===== src/rtl/ecr_pkg.sv =====
`timescale 1ns / 1ps
// Shared types and codes for the event energy centroid roulette unit.
// No dependencies; imported by every module of the block.
package ecr_pkg;

  localparam int POS_W    = 16;
  localparam int ENERGY_W = 16;
  localparam int PHI_W    = 16;
  localparam int THETA_W  = 15;
  localparam int TOTAL_W  = 24;
  localparam int TALLY_W  = 16;
  localparam int SUM_W    = 48;
  localparam int FACTOR_W = 16;

  // Item command codes
  localparam logic [1:0] CMD_START   = 2'd0;
  localparam logic [1:0] CMD_HIT     = 2'd1;
  localparam logic [1:0] CMD_SCATTER = 2'd2;
  localparam logic [1:0] CMD_END     = 2'd3;

  // Scatter kinds
  localparam logic [1:0] SCAT_COMPTON  = 2'd0;
  localparam logic [1:0] SCAT_RAYLEIGH = 2'd1;

  typedef struct packed {
    logic [1:0]                 command;
    logic signed [POS_W-1:0]    pos_x;
    logic signed [POS_W-1:0]    pos_y;
    logic [ENERGY_W-1:0]        energy;
    logic                       from_primary;
    logic [1:0]                 scatter_kind;
    logic signed [PHI_W-1:0]    entry_phi_in;
    logic [THETA_W-1:0]         entry_theta_in;
  } in_item_t;

  typedef struct packed {
    logic signed [POS_W-1:0]    entry_x;
    logic signed [POS_W-1:0]    entry_y;
    logic signed [PHI_W-1:0]    entry_phi;
    logic [THETA_W-1:0]         entry_theta;
    logic [ENERGY_W-1:0]        entry_energy;
    logic signed [POS_W-1:0]    centroid_x;
    logic signed [POS_W-1:0]    centroid_y;
    logic [TOTAL_W-1:0]         detected_energy;
    logic [TALLY_W-1:0]         compton_count;
    logic [TALLY_W-1:0]         rayleigh_count;
    logic                       prim_deposit;
    logic                       sec_deposit;
  } out_item_t;

  // Controller to datapath
  typedef struct packed {
    logic start_evt;
    logic mul;
    logic acc;
    logic scatter;
    logic roul_reset;
    logic roul_inc;
    logic div_start;
    logic div_sel_y;
    logic cap_x;
    logic cap_y;
    logic clr_cent;
    logic load_out;
  } ecr_cmd_t;

  // Datapath to controller
  typedef struct packed {
    logic energy_zero;
    logic total_zero;
    logic roul_match;
    logic div_done;
    logic out_free;
  } ecr_stat_t;

endpackage


===== src/rtl/ecr_ctrl.sv =====
`timescale 1ns / 1ps
// Controller: event open flag and sequencing of hits, divider runs and
// result load. Uses ecr_pkg.
module ecr_ctrl
  import ecr_pkg::*;
(
  input  logic        clk,
  input  logic        rst,
  input  logic        in_valid,
  input  logic [1:0]  in_cmd,
  output logic        in_stall,
  input  ecr_stat_t   stat,
  output ecr_cmd_t    cmd
);

  typedef enum logic [2:0] {
    ST_IDLE,
    ST_ACC,
    ST_DIVX,
    ST_DIVY,
    ST_LOAD
  } state_t;

  state_t state, state_next;
  logic   event_open, event_open_next;

  assign in_stall = (state != ST_IDLE);

  always_comb begin
    cmd             = '0;
    state_next      = state;
    event_open_next = event_open;
    unique case (state)
      ST_IDLE: begin
        if (in_valid) begin
          unique case (in_cmd)
            CMD_START: begin
              if (!event_open) begin
                cmd.start_evt   = 1'b1;
                event_open_next = 1'b1;
              end
            end
            CMD_HIT: begin
              if (event_open && !stat.energy_zero) begin
                cmd.mul    = 1'b1;
                state_next = ST_ACC;
              end
            end
            CMD_SCATTER: begin
              if (event_open) cmd.scatter = 1'b1;
            end
            CMD_END: begin
              if (event_open) begin
                event_open_next = 1'b0;
                if (!stat.total_zero) begin
                  cmd.div_start = 1'b1;
                  state_next    = ST_DIVX;
                end else if (stat.roul_match) begin
                  cmd.roul_reset = 1'b1;
                  cmd.clr_cent   = 1'b1;
                  state_next     = ST_LOAD;
                end else begin
                  cmd.roul_inc = 1'b1;
                end
              end
            end
          endcase
        end
      end
      ST_ACC: begin
        cmd.acc    = 1'b1;
        state_next = ST_IDLE;
      end
      ST_DIVX: begin
        if (stat.div_done) begin
          cmd.cap_x     = 1'b1;
          cmd.div_start = 1'b1;
          cmd.div_sel_y = 1'b1;
          state_next    = ST_DIVY;
        end
      end
      ST_DIVY: begin
        if (stat.div_done) begin
          cmd.cap_y  = 1'b1;
          state_next = ST_LOAD;
        end
      end
      ST_LOAD: begin
        // hold until the output register is free
        if (stat.out_free) begin
          cmd.load_out = 1'b1;
          state_next   = ST_IDLE;
        end
      end
      default: state_next = ST_IDLE;
    endcase
  end

  always_ff @(posedge clk) begin
    if (rst) begin
      state      <= ST_IDLE;
      event_open <= 1'b0;
    end else begin
      state      <= state_next;
      event_open <= event_open_next;
    end
  end

endmodule


===== config.mk =====
export PLATFORM = sky130hd
export DESIGN_NAME = ecr_ctrl
export DESIGN_NICKNAME = d
export VERILOG_FILES = /design/src/rtl/ecr_pkg.sv /design/src/rtl/ecr_ctrl.sv
export SDC_FILE = /design/constraint.sdc
export NUM_CORES = 1
export LEC_CHECK = 0
export BUFFER_PORTS_ARGS = -buffer_cell sky130_fd_sc_hd__buf_4
export CAP_MARGIN = 20
export CORE_AREA = 2 2 39 41
export CTS_CLUSTER_SIZE = 8
export DETAILED_ROUTE_END_ITERATION = 12
export DIE_AREA = 0 0 41 43
export PLACE_DENSITY = 0.71
export SLEW_MARGIN = 0
export SYNTH_ARGS = -nofsm -noshare
export SYNTH_HDL_FRONTEND = slang
export SYNTH_SLANG_ARGS = --single-unit

===== constraint.sdc =====
create_clock -name clk -period 1.32 [get_ports clk]
set_input_delay 0.264 -clock clk [delete_from_list [all_inputs] [get_ports clk]]
set_output_delay 0.264 -clock clk [all_outputs]
set_load 0.01 [all_outputs]

==> metrics.md, run 1 <==
| Metric | Value |
|---|---|
| Residual DRC | 0 |
| Slew @ Worst Pin | about 0.30 ns |
| Chip Width | ~41 um |
| Hold wc startpoint | rst |
| Drt wl/cell | between 10 and 15 um |
| CTS Hold Bufs | 0 |
| Power per Cell Area | 440.6 nW/um^2 |
| RD Place Congestion | ~0.84 |
| Vias in the first global route | ~600 |
| Clock sink count | 4 |
| Die H | about 43 um |
| R2R depth | 5 |
| F_max | roughly 620 MHz |
| Clock buffer count from CTS | 3 |
| All-Layer GR Usage | about a fifth |
| Mapped Cells | 64 |
| CTS Root Cell | clkbuf_4 |
| Area growth syn-to-layout | 109.4% |
| Grt ovf | 0 |
| WP buf/inv | 1 |
| IO Pins | 23 |
| Critical path peak fanout | 4 |
| Mapped Nets | 78 |
| Via count | 637 |
| Largest net degree at the start of global routing | 7 |
| R2R Setup Slk | -0.13 ns |
| Pre-antenna DRT Iters | 4 |
| Post-DP HPWL | roughly 1100 um |
| Diode count | 0 |
| CTS tree | yes |
| Outcome | complete, but fails checks |
| Final core utilization | 76.31% |
| Worst r2r src | state[0]$_SDFFE_PP0P_ |
| Fin. Hold Viols | 0 |
| First-pass GRT wire length | around 2500 um |
| Minimum clock period after layout | 1.623 ns |
| Layout cells sized above 1 | about 69% |
| Crit-path cells | or4_4 -> a21oi_4 -> buf_6 |
| Post-synth top area share | roughly 16% |
| Number of cell rows | 14 |
| Ranking of synthesized cells by area | dfxtp_1 (16%), ha_1 (9.9%), nor2_1 (8.2%) |
| Final non-filler cell area | 1056 sq um |
| Routed Antenna Nets | 0 |
| Port Buffers | 22 |
| WL final | 1667 um |
| Setup tns final | -2.433 ns |
| Iter 0 DRT Violations | 11 |
| Min-Delay Path Depth | 2 |
| Register area share after synthesis | between 10% and 20% |
| Failing checks | negative setup slack |
| Final worst slack | -0.3026 ns |
| Yosys cell types | 35 |
| Die Area | between 1500 and 2000 sq um |
| Cell taking the most area after synthesis | dfxtp_1 |
| Worst hold path type | in -> reg |
| RSZ-0062 raised after global routing | yes |
| Crit Path Category | reg -> out |
| CTS H-tree lvls | 1 |
| Multi-input gate area | 486.7 sq um |
| Max-slew headroom | 79.87% |
| DR vias/cell | 5.096 |
| Setup WS pre-CTS | -0.3228 ns |
| Final setup fails | 15 |
| Final period utilization | 122.9% |
| Reg2Reg Capture Point | state[0]$_SDFFE_PP0P_ |
| Syn Area/Cell | approximately 7.9 sq um |
| Crit end category | primary output |
| Max Slew Vio Count | 0 |
| Maximum VDD drop | approximately 0.00052 V |
| Critical-path top delay cell | or4_4 |
| Initial Util | 36.44% |
| Nets@finish | around 130 |
| Deepest clock path buffer count | 2 |
| Register area | ~90 sq um |
| YS warnings | 0 |
| Mapped Area | approximately 500 sq um |
| Post-Place Cell Area | between 800 and 900 sq um |
| Total power | roughly 470 uW |
| Slowest stage delay, CP | approximately 0.53 ns |
| Initial antenna violation count | 0 |
| CTS clk-pin slew, worst paths | 0.04 ns |
| End point of the worst hold path | event_open$_SDFFE_PP0P_ |
| Lkg Pwr | roughly 0.48 nW |
| Clock Skews | approximately 0.00098 ns |
| Worst setup SP type | register |
| CP arrival | 1.36 ns |
| Crit path required time | around 1.1 ns |
| Core Region | roughly 1400 sq um |
| Max_cap viols | 0 |
| Clock Latency Late Sink | 0.23 ns |
| Fillers | 98 |
| CP delay by family, top | simple AND/OR/NAND/NOR gates |
| Synthesized flop and latch total | 4 |
## metal layers
metal  vias up  track usage (%)  part of all wire, %
met4         0            4.000                  1.3
met2        17            36.88                   57
met3         2            1.571                  3.9
li1        322                -                    -
met5         -                0                    0
met1       296            22.58                   38
## cell type report
class | count | area share, %
clock buffers | 3 | 2.133
inverters | 5 | 1.777
multi-input cells | 49 | 46.09
flip-flops and latches | 4 | 8.531
well taps | 16 | 1.896
repair buffers | 48 | 39.57
## cell usage in the layout (no fill, tap or decap), types with 2 or more instances in the layout
cell type  count
buf_6         12
nand3_1        2
nor2_2         2
nand3b_1       2
ha_1           3
clkbuf_4       3
a31oi_1        2
dfxtp_2        2
dfxtp_4        2
nor3_4         2
nand2_1        3
inv_1          4
nor2_1         8
o31ai_4        3
buf_4         35
## sequential cells by signal, indices dropped and copies added (netlist names)
register	count
state	3
event_open	1
## metrics by stage
| step | cells | hold WS, ns |
|---|---|---|
| CTS | 124 | 0.2212 |
| global route | 125 | 0.2311 |
| finish | 125 | 0.2269 |
| global placement | 114 | 0.4619 |
| detailed placement | 114 | 0.4611 |
| floorplan | 64 | 0.3290 |
## synth_stat cells
master / n
a211oi_1: 1
a21oi_1: 1
a31oi_1: 2
and4_1: 1
buf_2: 2
buf_4: 2
buf_6: 1
clkbuf_1: 1
dfxtp_1: 4
ha_1: 4
inv_1: 4
inv_2: 1
mux2i_1: 1
nand2_1: 4
nand2b_1: 1
nand3_1: 2
nand3b_1: 2
nand4b_1: 1
nor2_1: 11
nor2b_1: 1
nor3_1: 2
nor3_2: 1
nor4_1: 1
nor4b_1: 1
nor4b_4: 1
nor4bb_1: 1
o211ai_1: 1
o21ai_0: 1
o31ai_1: 2
o31ai_2: 1
o31ai_4: 1
o41ai_2: 1
or2_1: 1
or3b_1: 1
or4_1: 1
## where the power goes
group | switching [mW] | internal, mW
logic | 0.0865 | 0.102
registers | 0.00522 | 0.123
clock network | 0.0470 | 0.102
total | 0.139 | 0.327
## cells by family after synthesis
kind of cell,share of synthesized area [%]
flops,15.88
compound gates,20.35
simple gates,40.20
buf+inv,11.66
mux,1.985
fa+ha+maj,9.926
## repair_timing
item,CTS,global route
buffers inserted,7,1
endpoints found under the setup margin,16,16
pin swaps,8,5
resized for setup,22,7
## how the worst max path moves through the flow
stage                          start     end  slack, ns  cells past startpoint
6_report       state[1]$_SDFFE_PP0P_  cmd[5]      -0.30                      3
5_1_grt        state[1]$_SDFFE_PP0P_  cmd[5]      -0.33                      3
4_1_cts        state[1]$_SDFFE_PP0P_  cmd[5]      -0.30                      3
3_5_place_dp               in_cmd[0]  cmd[5]      -0.32                      6
3_3_place_gp               in_cmd[0]  cmd[5]      -0.29                      6
2_1_floorplan  state[1]$_SDFFE_PP0P_  cmd[7]      -0.09                      4
No activity file was read; power rests on OpenSTA's default activity.
==> run 2: changes to the inputs <==
ABC_AREA = 1   (was default)
CORE_AREA = default   (was 2 2 39 41)
CORE_UTILIZATION = 41   (was default)
DIE_AREA = default   (was 0 0 41 43)
PLACE_DENSITY = 0.75   (was 0.71)
==> run 2 against run 1 <==
Effect of this change:
- the run still ends with negative setup slack left
- total power rose to 4.3 times the previous value
- core utilization up 5.6 points
- non-clock buffer count down 11
- maximum frequency up 7.3%
- highest routed layer unchanged
==> metrics.md, run 2 <==
| Metric | Value |
|---|---|
| Max reg flops | 3 (unchanged) |
| Layout cells sized above 1 | 63.25% (was 68.81%) |
| Seq pwr share | 14.6% (was 27.6%) |
| YS warnings | 0 (unchanged) |
| R2R depth | 10 (was 5) |
| Regs by FF count | state x3, event_open x1 (unchanged) |
| Post-Place Cell Area | 738.2 sq um (was 850.8 sq um) |
| Fillers | 78 (was 98) |
| Die H | 38.18 um (was 43 um) |
| Fin. Hold Viols | 0 (unchanged) |
| CTS Hold Bufs | 0 (unchanged) |
| Outcome | complete, but fails checks (unchanged) |
| Hold wc startpoint | rst (unchanged) |
| Final cell count without fillers | 131 (was 125) |
| Final non-filler cell area | 947.2 sq um (was 1056 sq um) |
| Ys flop type | dfxtp_1 (unchanged) |
| Number of cell rows | 12 (was 14) |
| Routed Antenna Nets | 0 (unchanged) |
| Nets@finish | 133 (was 125) |
| Commonest non-fill, non-tap cell in the layout | buf_4 (unchanged) |
| Die Area | 1458 sq um (was 1763 sq um) |
| NetSw | 964.1 uW (was 138.8 uW) |
| Combinational power share | 78.2% (was 40.4%) |
| Drt wl/cell | 12.20 um (was 13.34 um) |
| Clock buffer count from CTS | 3 (unchanged) |
| Initial Util | 46.43% (was 36.44%) |
| Crit path required time | 1.06 ns (about the same) |
| Grt ovf | 0 (unchanged) |
| Placed insts | 118 (was 114) |
| Clock power share | 7.2% (was 31.9%) |
| Chip Width | 38.18 um (was 41 um) |
| Yosys cell types | 22 (was 35) |
| All-Layer GR Usage | 22.83% (was 19.80%) |
| Biggest register | state (unchanged) |
| Final setup fails | 12 (was 15) |
| Max Slew Vio Count | 0 (unchanged) |
| Power per Cell Area | 2104 nW/um^2 (was 440.6 nW/um^2) |
| Internal | 1.029 mW (was 326.5 uW) |
| Clock Skews | 0.004341 ns (was 0.0009800 ns) |
| Via count | 632 (was 637) |
| CTS Root Cell | clkbuf_4 (unchanged) |
| End point of the worst hold path | event_open$_SDFFE_PP0P_ (unchanged) |
| Clock Latency Late Sink | 0.23 ns (about the same) |
| Core Region | 1156 sq um (was 1384 sq um) |
| Final worst slack | -0.1919 ns (was -0.3026 ns) |
| Post-synth EDFFs | 0 (unchanged) |
| Cell taking the most area after synthesis | dfxtp_1 (unchanged) |
| WL final | 1598 um (was 1667 um) |
| Commonest cells after routing, fill and taps aside | buf_4 (31), inv_1 (11), nand2_1 (9), nor2_2 (9), nor2_1 (8) (was buf_4 (35), buf_6 (12), nor2_1 (8), inv_1 (4)) |
| Reg2Reg Capture Point | state[1]$_SDFFE_PP0P_ (was state[0]$_SDFFE_PP0P_) |
| Mapped Area | 536.8 sq um (was 504.2 sq um) |
| CTS H-tree lvls | 1 (unchanged) |
| Failing checks | negative setup slack (unchanged) |
| Final period utilization | 114.5% (was 122.9%) |
| Largest net degree at the start of global routing | 7 (unchanged) |
| Slew @ Worst Pin | 0.2355 ns (was 0.2977 ns) |
| Fraction of registers with async set/reset | 0% (unchanged) |
| Pre-antenna DRT Iters | 4 (unchanged) |
| RD Place Congestion | 0.8662 (was 0.8350) |
| CTS tree | yes (unchanged) |
| F_max | 661.4 MHz (was 616.3 MHz) |
| Diode count | 0 (unchanged) |
| Critical path peak fanout | 3 (was 4) |
| Sw Share | 48.38% (was 29.83%) |
| Iter 0 DRT Violations | 6 (was 11) |
| Minimum clock period after layout | 1.512 ns (was 1.623 ns) |
| R2R Setup Slk | 0.04 ns (was -0.13 ns) |
| RSZ-0062 raised after global routing | yes (unchanged) |
| Top cells by count, synth | inv_1 (14), nor2_1 (14), nand2_1 (10) (was nor2_1 (11), dfxtp_1 (4), ha_1 (4), inv_1 (4), nand2_1 (4)) |
| CTS clk-pin slew, worst paths | 0.04 ns (about the same) |
| IO Pins | 23 (unchanged) |
| Worst r2r src | state[0]$_SDFFE_PP0P_ (unchanged) |
| Lkg Pwr | 0.4707 nW (was 0.4757 nW) |
| Mapped Cells | 80 (was 64) |
| Area growth syn-to-layout | 76.46% (was 109.4%) |
| Post-synth top area share | 14.92% (was 15.88%) |
| Worst hold path type | in -> reg (unchanged) |
| Initial antenna violation count | 0 (unchanged) |
| Post-DP HPWL | 1003 um (was 1129 um) |
| Syn Area/Cell | 6.710 sq um (was 7.879 sq um) |
| Residual DRC | 0 (unchanged) |
| Clock sink count | 4 (unchanged) |
| Worst setup SP type | register (unchanged) |
| Min-Delay Path Depth | 2 (unchanged) |
| Crit end category | primary output (unchanged) |
| Register area share after synthesis | 14.92% (was 15.88%) |
| Crit Path Category | reg -> out (unchanged) |
| Port Buffers | 22 (unchanged) |
| Setup WS pre-CTS | -0.07015 ns (was -0.3228 ns) |
| Synthesized flop and latch total | 4 (unchanged) |
| Maximum VDD drop | 0.001496 V (was 0.0005248 V) |
| Ranking of synthesized cells by area | dfxtp_1 (15%), inv_1 (9.8%), nor2_1 (9.8%) (was dfxtp_1 (16%), ha_1 (9.9%), nor2_1 (8.2%)) |
| Max_cap viols | 0 (unchanged) |
| Mapped Nets | 94 (was 78) |
| Deepest clock path buffer count | 2 (unchanged) |
| CP arrival | 1.25 ns (was 1.36 ns) |
| Vias in the first global route | 589 (was 602) |
| DR vias/cell | 4.824 (was 5.096) |
| First-pass GRT wire length | 2352 um (was 2463 um) |
| Max-slew headroom | 84.15% (was 79.87%) |
run 2: cell types whose count changed in the layout (fill, tap and decap cells not counted), moves of 3 or more:
cell     previous run  this run
inv_1               4        11
nor2_2              2         9
buf_6              12         6
nand2_1             3         9
buf_4              35        31
inv_4               0         4
nand2_4             0         3
nand3_4             0         3
o31ai_4             3         0
run 2: how the worst max path moves through the flow:
stage,from,to,slack (ns),cells past startpoint
after floorplan,state[1]$_SDFFE_PP0P_,cmd[7],-0.03,7
after global placement,in_cmd[0],cmd[6],-0.04,7
after detailed placement,in_cmd[0],state[1]$_SDFFE_PP0P_,-0.07,10
after CTS,state[0]$_SDFFE_PP0P_,cmd[1],-0.19,6
after global routing,state[2]$_SDFFE_PP0P_,cmd[1],-0.24,6
final,state[2]$_SDFFE_PP0P_,cmd[1],-0.19,6
run 2: per-stage QoR:
stage	total power [mW]	hold slack [ns]	setup TNS (ns)	util, %
after CTS	1.700	0.2081	-1.141	73.48
after global placement	1.283	0.4432	-0.09099	63.85
after detailed placement	1.296	0.4485	-0.2516	63.85
after floorplan	0.9802	0.3433	-0.02991	-
final	1.993	0.2163	-1.279	81.93
after global routing	2.132	0.2153	-1.882	81.93
run 2: power by group through the flow:
stage / combinational [mW] / sequential, mW / clock, mW
6_report: 1.56 / 0.291 / 0.143
5_1_grt: 1.68 / 0.296 / 0.156
4_1_cts: 1.28 / 0.269 / 0.151
3_5_place_dp: 1.05 / 0.244 / 0
3_3_place_gp: 1.04 / 0.242 / 0
2_1_floorplan: 0.760 / 0.220 / 0
run 2: cells by family after synthesis:
logic type / share of synthesized area [%]
AOI/OAI and AO/OA: 6.060
adders and majority gates: 9.324
and+or+nand+nor: 53.15
buffers and inverters: 16.55
DFF: 14.92
run 2: what timing repair did:
action | CTS | global route
buffers inserted | 6 | 4
endpoints found under the hold margin | 0 | 0
setup endpoints to repair | 13 | 14
gates resized for setup | 16 | 17
pin swaps | 7 | 5
run 2: area by class of cell:
type	instances	area, sq um	share of cell area, %
clock buffer	3	22.52	2.378
inverter	16	70.07	7.398
multi-input combinational	57	445.4	47.03
sequential	4	91.34	9.643
tap	14	17.52	1.849
timing repair buffer	37	300.3	31.70
run 2: layer usage:
metal  GRT usage [%]  wire, um
met5               0         0
met2           41.10       826
met1           29.03       706
met4           2.679         8
met3           3.488        56
run 2: worst max-delay path, cell delays in order, from the launching register on:
cell	delay [ns]
dfxtp_4	0.36
nor2_4	0.16
nand2_4	0.08
nor2_4	0.11
nand2_2	0.07
nor2_2	0.11
buf_4	0.13
